### config.mk
export PLATFORM = sky130hd
export DESIGN_NAME = sgm_kernel
export DESIGN_NICKNAME = d
export VERILOG_FILES = /design/src/hw/rtl/sgm_pkg.sv /design/src/hw/rtl/sgm_kernel.sv
export SDC_FILE = /design/constraint.sdc
export NUM_CORES = 1
export LEC_CHECK = 0
export BUFFER_PORTS_ARGS = -buffer_cell sky130_fd_sc_hd__buf_4
export CAP_MARGIN = 40
export CORE_MARGIN = 2
export CORE_UTILIZATION = 45
export DETAILED_ROUTE_END_ITERATION = 16
export PLACE_DENSITY = 0.72
export SLEW_MARGIN = 40
export SYNTH_ARGS = -nofsm -noshare
export SYNTH_HDL_FRONTEND = slang
export SYNTH_SLANG_ARGS = --single-unit
### constraint.sdc
create_clock -name vclk -period 5.8
set_input_delay 0.58 -clock vclk [all_inputs]
set_output_delay 0.58 -clock vclk [all_outputs]
set_load 0.01 [all_outputs]
### src/hw/rtl/sgm_pkg.sv
// ----------------------------------------------------------------------------
// sgm_pkg: shared types and constants of the Sobel magnitude core
// Pixel and window column types, register indexes, reset values.
// ----------------------------------------------------------------------------
`default_nettype none

package sgm_pkg;

  localparam int unsigned PIX_W         = 8;
  localparam int unsigned MAX_WIDTH_DEF = 1024;

  // configuration register file
  localparam int unsigned CFG_IDX_W  = 2;
  localparam int unsigned CFG_DATA_W = 12;
  localparam int unsigned FW_W       = 11;
  localparam int unsigned FH_W       = 12;

  localparam logic [CFG_IDX_W-1:0] REG_FRAME_WIDTH  = 2'd0;
  localparam logic [CFG_IDX_W-1:0] REG_FRAME_HEIGHT = 2'd1;

  localparam logic [FW_W-1:0] FRAME_WIDTH_RST  = 11'd720;
  localparam logic [FH_W-1:0] FRAME_HEIGHT_RST = 12'd540;

  // width arithmetic is done at a size that holds the largest MAX_WIDTH
  localparam int unsigned WCALC_W = 13;
  localparam int unsigned MIN_DIM = 3;

  typedef logic [PIX_W-1:0] pixel_t;

  // one window column, index 0 = oldest row (top), 2 = current row
  typedef pixel_t [2:0] column_t;

endpackage

`default_nettype wire

### src/hw/rtl/sgm_kernel.sv
// ----------------------------------------------------------------------------
// sgm_kernel: 3x3 Sobel magnitude
// (|gx| + |gy|) / 2, truncated, saturated to the pixel range.
// ----------------------------------------------------------------------------
`default_nettype none

module sgm_kernel
  import sgm_pkg::*;
(
  input  wire column_t left_col,
  input  wire column_t center_col,
  input  wire column_t right_col,
  output pixel_t       magnitude
);

  logic [9:0]         sum_l, sum_r, sum_t, sum_b;
  logic signed [10:0] gx, gy;
  logic [9:0]         abs_x, abs_y;
  logic [10:0]        abs_sum;
  logic [9:0]         half;

  // column sums weighted 1-2-1 for gx, row sums for gy
  assign sum_l = {2'b00, left_col[0]} + {1'b0, left_col[1], 1'b0} + {2'b00, left_col[2]};
  assign sum_r = {2'b00, right_col[0]} + {1'b0, right_col[1], 1'b0} + {2'b00, right_col[2]};
  assign sum_t = {2'b00, left_col[0]} + {1'b0, center_col[0], 1'b0} + {2'b00, right_col[0]};
  assign sum_b = {2'b00, left_col[2]} + {1'b0, center_col[2], 1'b0} + {2'b00, right_col[2]};

  assign gx = $signed({1'b0, sum_r}) - $signed({1'b0, sum_l});
  assign gy = $signed({1'b0, sum_b}) - $signed({1'b0, sum_t});

  assign abs_x = gx[10] ? 10'(-gx) : gx[9:0];
  assign abs_y = gy[10] ? 10'(-gy) : gy[9:0];

  assign abs_sum = {1'b0, abs_x} + {1'b0, abs_y};
  assign half    = abs_sum[10:1];

  assign magnitude = (|half[9:8]) ? pixel_t'(8'hFF) : half[7:0];

endmodule

`default_nettype wire

==> metrics.md, run 1 <==
| Metric | Value |
|---|---|
| Non-filler cells, final | `651` |
| Synth area leader | `fa_1` |
| Die height | `89.4 µm` |
| Outcome | `complete, but fails checks` |
| Hold Path Class | `in2out` |
| Sequential Area | `0 µm²` |
| Fraction of layout cells with a size suffix above 1 | `41.8%` |
| Synth area leaders | `fa_1 38%, inv_1 16%, ha_1 13%` |
| Fin. max-slew vios | `0` |
| First-pass GRT wire length | `14300 µm` |
| Register area share after synthesis | `0%` |
| Vias in the first global route | `3428` |
| Crit path buffers/inverters | `5` |
| Drt drc | `0` |
| CP most frequent cell | `fa_1` |
| Post-Route WL | `8230 µm` |
| Critical Setup Path Class | `in2out` |
| Vias per cell | `4.78` |
| Family with the most delay on the worst path | `adder cells` |
| Tightest Pin Transition | `0.533 ns` |
| Required @ worst endpoint | `5.22 ns` |
| CP max FO | `8` |
| Post-DP HPWL | `6690 µm` |
| Max incr delay on CP | `0.56 ns` |
| CORE AREA | `7140 µm²` |
| Row count | `31` |
| Gr ovfl total | `0` |
| WP data arrival | `5.81 ns` |
| Yosys warning count | `0` |
| GRT met1 Usage | `25.9%` |
| Fillers | `568` |
| GR Layer Usage met3 | `1.11%` |
| Failing checks | `setup timing` |
| Routed wire length per instance | `12.6 µm` |
| Number of cells on the critical path | `24` |
| Tot GR Track Use | `22.2%` |
| Hold path depth | `8` |
| Crit path time final | `6.39 ns` |
| P&R area growth vs syn | `50.1%` |
| Initial DRC Count | `94` |
| Antenna violations before repair | `0` |
| Routed Antenna Nets | `0` |
| Drt first pass iters | `4` |
| Met2 Use GR | `44.5%` |
| CP endpoint kind | `primary output` |
| Final sequential cell count | `0` |
| Cells after synthesis | `402` |
| Starting density of the core | `45.9%` |
| Rel. slew slack | `64.3%` |
| # IOs | `80` |
| Final RePlAce weighted congestion | `0.801` |
| Slowest cell on the critical path | `fa_1` |
| Post-Synthesis Cell Area | `3280 µm²` |
| Global routing's busiest layer | `met2` |
| Die Area | `7980 µm²` |
| Port Buffers | `72` |
| FMAX | `156 MHz` |
| Startpoint Class | `input pin` |
| Top cell type's share of synthesized area | `38.5%` |
| Final #Nets | `724` |
| Place WS | `-0.650 ns` |
| Vias | `3113` |
| RSZ-0062 raised after global routing | `yes` |
| Syn_area_per_cell | `8.15 µm²` |
| Post-synthesis net count | `572` |
| Pin count of the biggest net entering global routing | `9` |
| Max Cap Viol | `0` |
| Die width | `89.4 µm` |
| Clock buf count | `0` |
| Distinct cells, synth | `37` |
| Setup violations, final | `8` |
| Setup ws final | `-0.592 ns` |
| Ant. Diodes | `0` |
| Hold Vio Cnt, Final | `0` |
| DP Cell Count | `637` |
| Final worst-path cycle share | `110%` |
| Worst path cell trace | `buf_4 > inv_4 > fa_1 > fa_1 > fa_1 > ha_1 > a211oi_2 > nor3b_2 > nor3_2 > o31ai_1 > buf_4 > a21oi_4 > buf_12 > nand2_1 > xnor2_1 > ha_1 > a21o_1 > a21oi_2 > o21ai_2 > a21oi_2 > mux2i_1 > o211ai_1 > or2_4 > buf_6` |
==> through the flow <==
| stage | util (%) | TNS (ns) | hold slack (ns) | instance area [µm²] |
|---|---|---|---|---|
| floorplan | - | -0.0112 | 1.90 | 3320 |
| global placement | 62.6 | -3.54 | 2.19 | 4470 |
| detailed placement | 62.6 | -4.67 | 2.23 | 4470 |
| CTS | 67.4 | -3.43 | 2.24 | 4810 |
| global route | 68.9 | -6.18 | 2.30 | 4920 |
| finish | 68.9 | -4.28 | 2.23 | 4920 |
==> worst min-delay path, delay by kind of cell <==
family,cells,cell delay [ns]
adders and majority gates,2,0.39
buffers and inverters,4,0.45
and+or+nand+nor,2,0.24
==> kinds of logic (layout without fill, tap and decap cells) <==
kind of cell | Yosys count | in the layout | share of synthesized area (%)
fa+ha+maj | 98 | 98 | 51.8
xor+xnor | 33 | 33 | 8.82
compound gates | 64 | 65 | 13.1
mux | 1 | 1 | 0.305
buf+inv | 139 | 288 | 15.9
simple gates | 67 | 67 | 10.0
==> area by class of cell <==
| class | count | area, µm² | share of cell area (%) |
|---|---|---|---|
| multi-input combinational | 264 | 3100 | 63.0 |
| timing repair buffer | 149 | 1160 | 23.7 |
| inverter | 139 | 529 | 10.8 |
| tap | 99 | 124 | 2.52 |
==> cell usage in the layout (no fill, tap or decap), drive strengths merged <==
master	synthesis	routed
fa	63	63
a211oi	3	3
a2bb2oi	1	1
o21ai	14	14
inv	139	139
o31ai	6	6
a21oi	17	18
o311ai	1	1
mux2i	1	1
a31oi	2	2
nor2b	5	5
a21boi	1	1
or2	4	4
o21bai	3	3
or3	1	1
o211ai	2	2
xnor2	23	23
a21o	6	6
nand3	1	1
nand2b	8	8
nand4	1	1
nor3b	1	1
xor2	10	10
o31a	1	1
nor3	6	6
buf	0	149
ha	35	35
o21a	4	4
or4	1	1
nor2	20	20
and3	4	4
nand2	15	15
a31o	2	2
o41a	1	1
==> worst paths after layout <==
| check | from | end |
|---|---|---|
| min | left_col[1] | magnitude[0] |
| max | left_col[2] | magnitude[0] |
==> Yosys cell counts (2+ instances only) <==
cell type  count
inv_1        139
and3_1         4
nand2b_1       8
ha_1          35
o211ai_1       2
xor2_1        10
or2_2          4
o31ai_1        5
xnor2_1       23
a21oi_2        2
nor2b_1        5
nor2_1        20
fa_1          63
a31oi_1        2
a21oi_1       15
a211oi_1       2
nand2_1       15
o21bai_1       3
a31o_2         2
nor3_1         6
a21o_1         5
o21ai_0       14
o21a_1         4
==> per-layer routing <==
layer  part of all wire [%]  up-vias
met5                      0        -
met4                    1.4        0
met3                    2.9       11
met2                     57       79
met1                     39     1504
li1                       -     1519
==> repair_timing <==
item	CTS	global route
hold endpoints to repair	0	0
cloned	1	0
pin swaps	62	34
endpoints found under the setup margin	8	8
hold buffers	0	0
setup buffers	10	3
gates resized for setup	65	20
Power of run 1 is not shown: default switching activity piles up to over one toggle a cycle in this logic, so the estimate is an artifact.
==> run 2, diff against run 1 <==
==> constraint.sdc (replaced) <==
create_clock -name vclk -period 5.8
set_input_delay 0.58 -clock vclk [all_inputs]
set_output_delay 0.58 -clock vclk [all_outputs]
set_load 0.05 [all_outputs]
==> run 2 against run 1 <==
Die area unchanged. Largest cell class unchanged. Fmax is 1.5% higher. The flow still finishes with violations (setup timing). Via count up 2.2%.
==> metrics.md, run 2 (synthesized netlist as in run 1, its figures left out) <==
| Metric | Value |
|---|---|
| Hold Path Class | `in2out` |
| Max Cap Viol | `0 (unchanged)` |
| Outcome | `complete, but fails checks` |
| FMAX | `159 MHz (+1.5%)` |
| Pin count of the biggest net entering global routing | `9 (unchanged)` |
| First-pass GRT wire length | `13200 µm (-7.3%)` |
| Final sequential cell count | `0 (unchanged)` |
| Final RePlAce weighted congestion | `0.810 (+1.0%)` |
| Tightest Pin Transition | `0.546 ns (+0.0131 ns)` |
| Fraction of layout cells with a size suffix above 1 | `45.5% (+3.6 points)` |
| Crit path time final | `6.30 ns (-0.0922 ns)` |
| Critical Setup Path Class | `in2out` |
| Antenna violations before repair | `0 (unchanged)` |
| Port Buffers | `72 (unchanged)` |
| Die Area | `7980 µm² (unchanged)` |
| Ant. Diodes | `0 (unchanged)` |
| Gr ovfl total | `0 (unchanged)` |
| Die width | `89.4 µm (unchanged)` |
| Finished Cell Area | `5150 µm² (+4.7%)` |
| Die height | `89.4 µm (unchanged)` |
| Vias per cell | `4.82 (+0.85%)` |
| Final worst-path cycle share | `109% (-1.6 points)` |
| CP max FO | `8 (unchanged)` |
| Initial DRC Count | `134 (+43%)` |
| RSZ-0062 raised after global routing | `yes` |
| Commonest non-fill, non-tap cell in the layout | `buf_4` |
| CP endpoint kind | `primary output` |
| Row count | `31 (unchanged)` |
| Vias in the first global route | `3312 (-3.4%)` |
| Post-DP HPWL | `6340 µm (-5.3%)` |
| Hold Vio Cnt, Final | `0 (unchanged)` |
| WP data arrival | `5.72 ns (-0.09 ns)` |
| Post-Route WL | `8370 µm (+1.7%)` |
| Place WS | `-0.651 ns (-0.000743 ns)` |
| Fin. max-slew vios | `0 (unchanged)` |
| Routed wire length per instance | `12.7 µm (+0.29%)` |
| Rel. slew slack | `63.2% (-1.1 points)` |
| Drt drc | `0 (unchanged)` |
| Starting density of the core | `45.9% (unchanged)` |
| Setup violations, final | `8 (unchanged)` |
| CORE AREA | `7140 µm² (unchanged)` |
| Drt first pass iters | `4 (unchanged)` |
| Required @ worst endpoint | `5.22 ns (about the same)` |
| Most frequent cells in the layout | `145 x buf_4, 124 x inv_1, 57 x fa_1` |
| Startpoint Class | `input pin` |
| Vias | `3183 (+2.2%)` |
| Routed Antenna Nets | `0 (unchanged)` |
| Setup ws final | `-0.499 ns (+0.0922 ns)` |
| Clock buf count | `0 (unchanged)` |
| Placed cell area | `4570 µm² (+2.2%)` |
| Failing checks | `setup timing` |
| P&R area growth vs syn | `57.1%` |
| Tot GR Track Use | `20.1% (-2.1 points)` |
| Final #Nets | `733 (+1.2%)` |
| # IOs | `80 (unchanged)` |
| Fillers | `507 (-11%)` |
| Hold_ws | `2.35 ns (+0.119 ns)` |
| Sequential Area | `0 µm² (unchanged)` |
-- run 2: changes by cell type in the layout (fill, tap and decap cells not counted), moves of 3 or more --
cell      delta
xnor2_1      -3
ha_1         -4
buf_4        +5
xnor2_2      +3
nor2b_2      -3
nand2b_4     +6
nand2b_1     -6
buf_6        +4
ha_4         +3
-- run 2: path summary, 6_finish.rpt --
check / start / end / slack (ns) / cells past startpoint
max: right_col[2] / magnitude[0] / -0.50 / 25
min: left_col[1] / magnitude[0] / 2.35 / 9
-- run 2: layout make-up --
type / count / area (µm²) / share of cell area, %
multi-input cells: 263 / 3240 / 62.9
inverters: 139 / 529 / 10.3
repair buffers: 159 / 1260 / 24.4
well taps: 99 / 124 / 2.41
-- run 2: critical path: stages --
cell,delay (ns)
buf_8,0.08
inv_4,0.03
fa_1,0.56
fa_1,0.46
fa_2,0.61
inv_2,0.05
fa_2,0.42
nor2b_4,0.16
o31ai_2,0.08
xnor2_1,0.28
nor2_2,0.08
nand4_1,0.22
buf_4,0.17
nand2_2,0.06
xnor2_1,0.14
ha_1,0.35
and3_4,0.19
a31oi_4,0.14
o21ai_2,0.07
a21oi_2,0.13
mux2i_1,0.19
o211ai_1,0.09
buf_4,0.17
or2_4,0.25
buf_8,0.15
-- run 2: per-layer routing --
layer  global-route usage, %  wire length (µm)  up-vias
met2                    39.6              4610       83
li1                        -                 -     1532
met5                       0                 0        -
met1                    24.4              3270     1544
met3                   0.739               253       24
met4                    3.53               228        0
-- run 2: timing repair --
action                                  CTS  global route
pin swaps                                51            37
endpoints found under the setup margin    8             8
hold buffers                              0             0
buffers inserted                         10             8
gates cloned                              0             0
gates resized for setup                  68            34
-- run 2: through the flow --
stage	std cells	utilization [%]	setup TNS [ns]
5_1_grt	660	72.2	-5.23
4_1_cts	653	68.9	-2.46
3_3_place_gp	643	64.0	-3.55
3_5_place_dp	643	64.0	-4.60
6_report	660	72.2	-3.31
2_1_floorplan	402	-	-0.448
Power of run 2 is left out for the same reason.
==> run 3, diff against run 2 <==
--- a/config.mk
+++ b/config.mk
@@ -7,10 +7,10 @@
 export LEC_CHECK = 0
 export BUFFER_PORTS_ARGS = -buffer_cell sky130_fd_sc_hd__buf_4
 export CAP_MARGIN = 40
+export CORE_ASPECT_RATIO = 1.2
 export CORE_MARGIN = 2
-export CORE_UTILIZATION = 45
+export CORE_UTILIZATION = 25
 export DETAILED_ROUTE_END_ITERATION = 16
-export PLACE_DENSITY = 0.72
 export SLEW_MARGIN = 40
 export SYNTH_ARGS = -nofsm -noshare
 export SYNTH_HDL_FRONTEND = slang
==> run 3 against run 2 <==
The flow still finishes with violations (setup timing). Design area grew 1.6%. Sequential share of layout area is the same. Sequential cell count is the same. Clock-buffer cell count is the same. Non-clock buffer count shrank 1. Utilization shrank 31 points. Die area grew 76%. Setup slack gained 0.045 ns. Global-route usage shrank 8.4 points. Critical path depth shrank 1. Critical path type unchanged. Largest cell class unchanged. Highest routed layer unchanged.
==> metrics.md, run 3 (synthesized netlist as in run 1, its figures left out) <==
| Metric | Value |
|---|---|
| Outcome | `complete, but fails checks` |
| Failing checks | `setup timing` |
| Vias | `3057 (-4.0%)` |
| Tot GR Track Use | `11.7% (-8.4 points)` |
| Antenna violations before repair | `0 (unchanged)` |
| # IOs | `80 (unchanged)` |
| Setup TNS | `-2.94 ns (+0.377 ns)` |
| Initial DRC Count | `50 (-63%)` |
| CP endpoint kind | `primary output` |
| Final RePlAce weighted congestion | `0.794 (-2.0%)` |
| Routed wire length per instance | `11.2 µm (-12%)` |
| Post-Route WL | `8110 µm (-3.1%)` |
| Row count | `45 (+45%)` |
| Pin count of the biggest net entering global routing | `9 (unchanged)` |
| Hold Path Class | `in2out` |
| CORE AREA | `12700 µm² (+78%)` |
| Fin. max-slew vios | `0 (unchanged)` |
| Vias per cell | `4.22 (-12%)` |
| Port Buffers | `72 (unchanged)` |
| Tightest Pin Transition | `0.398 ns (-0.148 ns)` |
| Rel. slew slack | `73.3% (+10 points)` |
| Final sequential cell count | `0 (unchanged)` |
| Routed Antenna Nets | `0 (unchanged)` |
| Critical Setup Path Class | `in2out` |
| Drt first pass iters | `4 (unchanged)` |
| Min-delay src | `left_col[1]` |
| Post-DP HPWL | `6960 µm (+9.9%)` |
| Drt drc | `0 (unchanged)` |
| Finished Cell Area | `5230 µm² (+1.6%)` |
| Gr ovfl total | `0 (unchanged)` |
| Final #Nets | `732 (-0.14%)` |
| Required @ worst endpoint | `5.22 ns (about the same)` |
| Fraction of layout cells with a size suffix above 1 | `45.5% (+0.081 points)` |
| Slowest cell on the critical path | `fa_1` |
| Vias in the first global route | `3320 (+0.24%)` |
| Clock buf count | `0 (unchanged)` |
| Most frequent cells in the layout | `143 x buf_4, 122 x inv_1, 57 x fa_1` |
| WP data arrival | `5.67 ns (-0.05 ns)` |
| Die height | `129 µm (+45%)` |
| CP max FO | `8 (unchanged)` |
| Max incr delay on CP | `0.58 ns (-0.03 ns)` |
| Die Area | `14000 µm² (+76%)` |
| Hold Vio Cnt, Final | `0 (unchanged)` |
| Startpoint Class | `input pin` |
| Ant. Diodes | `0 (unchanged)` |
| P&R area growth vs syn | `59.6%` |
| Worst setup path start | `left_col[18]` |
| Worst path cell trace | `buf_4 > inv_2 > fa_1 > fa_1 > fa_1 > ha_1 > a211oi_2 > o211ai_1 > a31o_2 > a21oi_4 > buf_4 > buf_6 > nand2_1 > xnor2_2 > ha_1 > a21o_1 > a21oi_2 > o21ai_1 > a21oi_2 > mux2i_1 > o211ai_1 > buf_4 > or2_4 > buf_8` |
| Final worst-path cycle share | `108% (-0.78 points)` |
| RSZ-0062 raised after global routing | `yes` |
| Setup violations, final | `8 (unchanged)` |
| Hold Buf Count CTS | `0 (unchanged)` |
| Die width | `109 µm (+21%)` |
| Hold path depth | `9 (unchanged)` |
| Starting density of the core | `25.8% (-20 points)` |
| Commonest non-fill, non-tap cell in the layout | `buf_4` |
| FMAX | `160 MHz (+0.73%)` |
| Sequential Area | `0 µm² (unchanged)` |
| Placed cell area | `4680 µm² (+2.6%)` |
| Max Cap Viol | `0 (unchanged)` |
| First-pass GRT wire length | `13900 µm (+4.8%)` |
| Hold path endpoint | `magnitude[0]` |
| Setup ws final | `-0.454 ns (+0.0455 ns)` |
| Crit path time final | `6.25 ns (-0.0455 ns)` |
-- run 3: cell count changes in the layout (fill, tap and decap cells not counted), moves of 2 or more --
cell / previous run / this run
inv_2: 12 / 15
nand2_2: 5 / 2
a21oi_2: 7 / 9
buf_4: 145 / 143
buf_8: 3 / 5
inv_1: 124 / 122
nand2_1: 9 / 11
-- run 3: how the worst max path moves through the flow --
stage	endpoint
floorplan	magnitude[0]
global placement	magnitude[0]
detailed placement	magnitude[0]
CTS	magnitude[0]
global route	magnitude[0]
finish	magnitude[0]
-- run 3: layout make-up --
cell class	count	area (µm²)
fill	1289	7490
inverter	139	527
multi-input combinational	263	3240
tap	164	205
timing repair buffer	158	1260
-- run 3: routing by layer --
metal	share of wire [%]	up-vias	track usage, %
met2	60	40	25.6
met3	1.8	2	0.151
met4	0.35	0	0
li1	-	1526	-
met1	38	1489	13.1
met5	0	-	0
-- run 3: repair_timing --
item	in CTS	in global routing
gates resized for setup	87	23
setup buffers	9	3
pin swaps	70	42
setup endpoints to repair	8	8
-- run 3: through the flow --
step                utilization, %  instances  hold WS, ns  setup slack, ns
global route                  41.1        724         2.49           -0.664
detailed placement            36.8        713         2.39           -0.587
floorplan                        -        402         1.99           -0.137
finish                        41.1        724         2.40           -0.454
CTS                           40.0        722         2.38           -0.374
global placement              36.8        713         2.39           -0.513
-- run 3: worst max-delay path, delay by kind of cell --
kind            cells  cell delay [ns]
compound gates      9             1.51
mux                 1             0.20
simple gates        2             0.33
fa+ha+maj           5             2.20
xor+xnor            1             0.15
buf+inv             6             0.70
Power of run 3 is left out for the same reason.
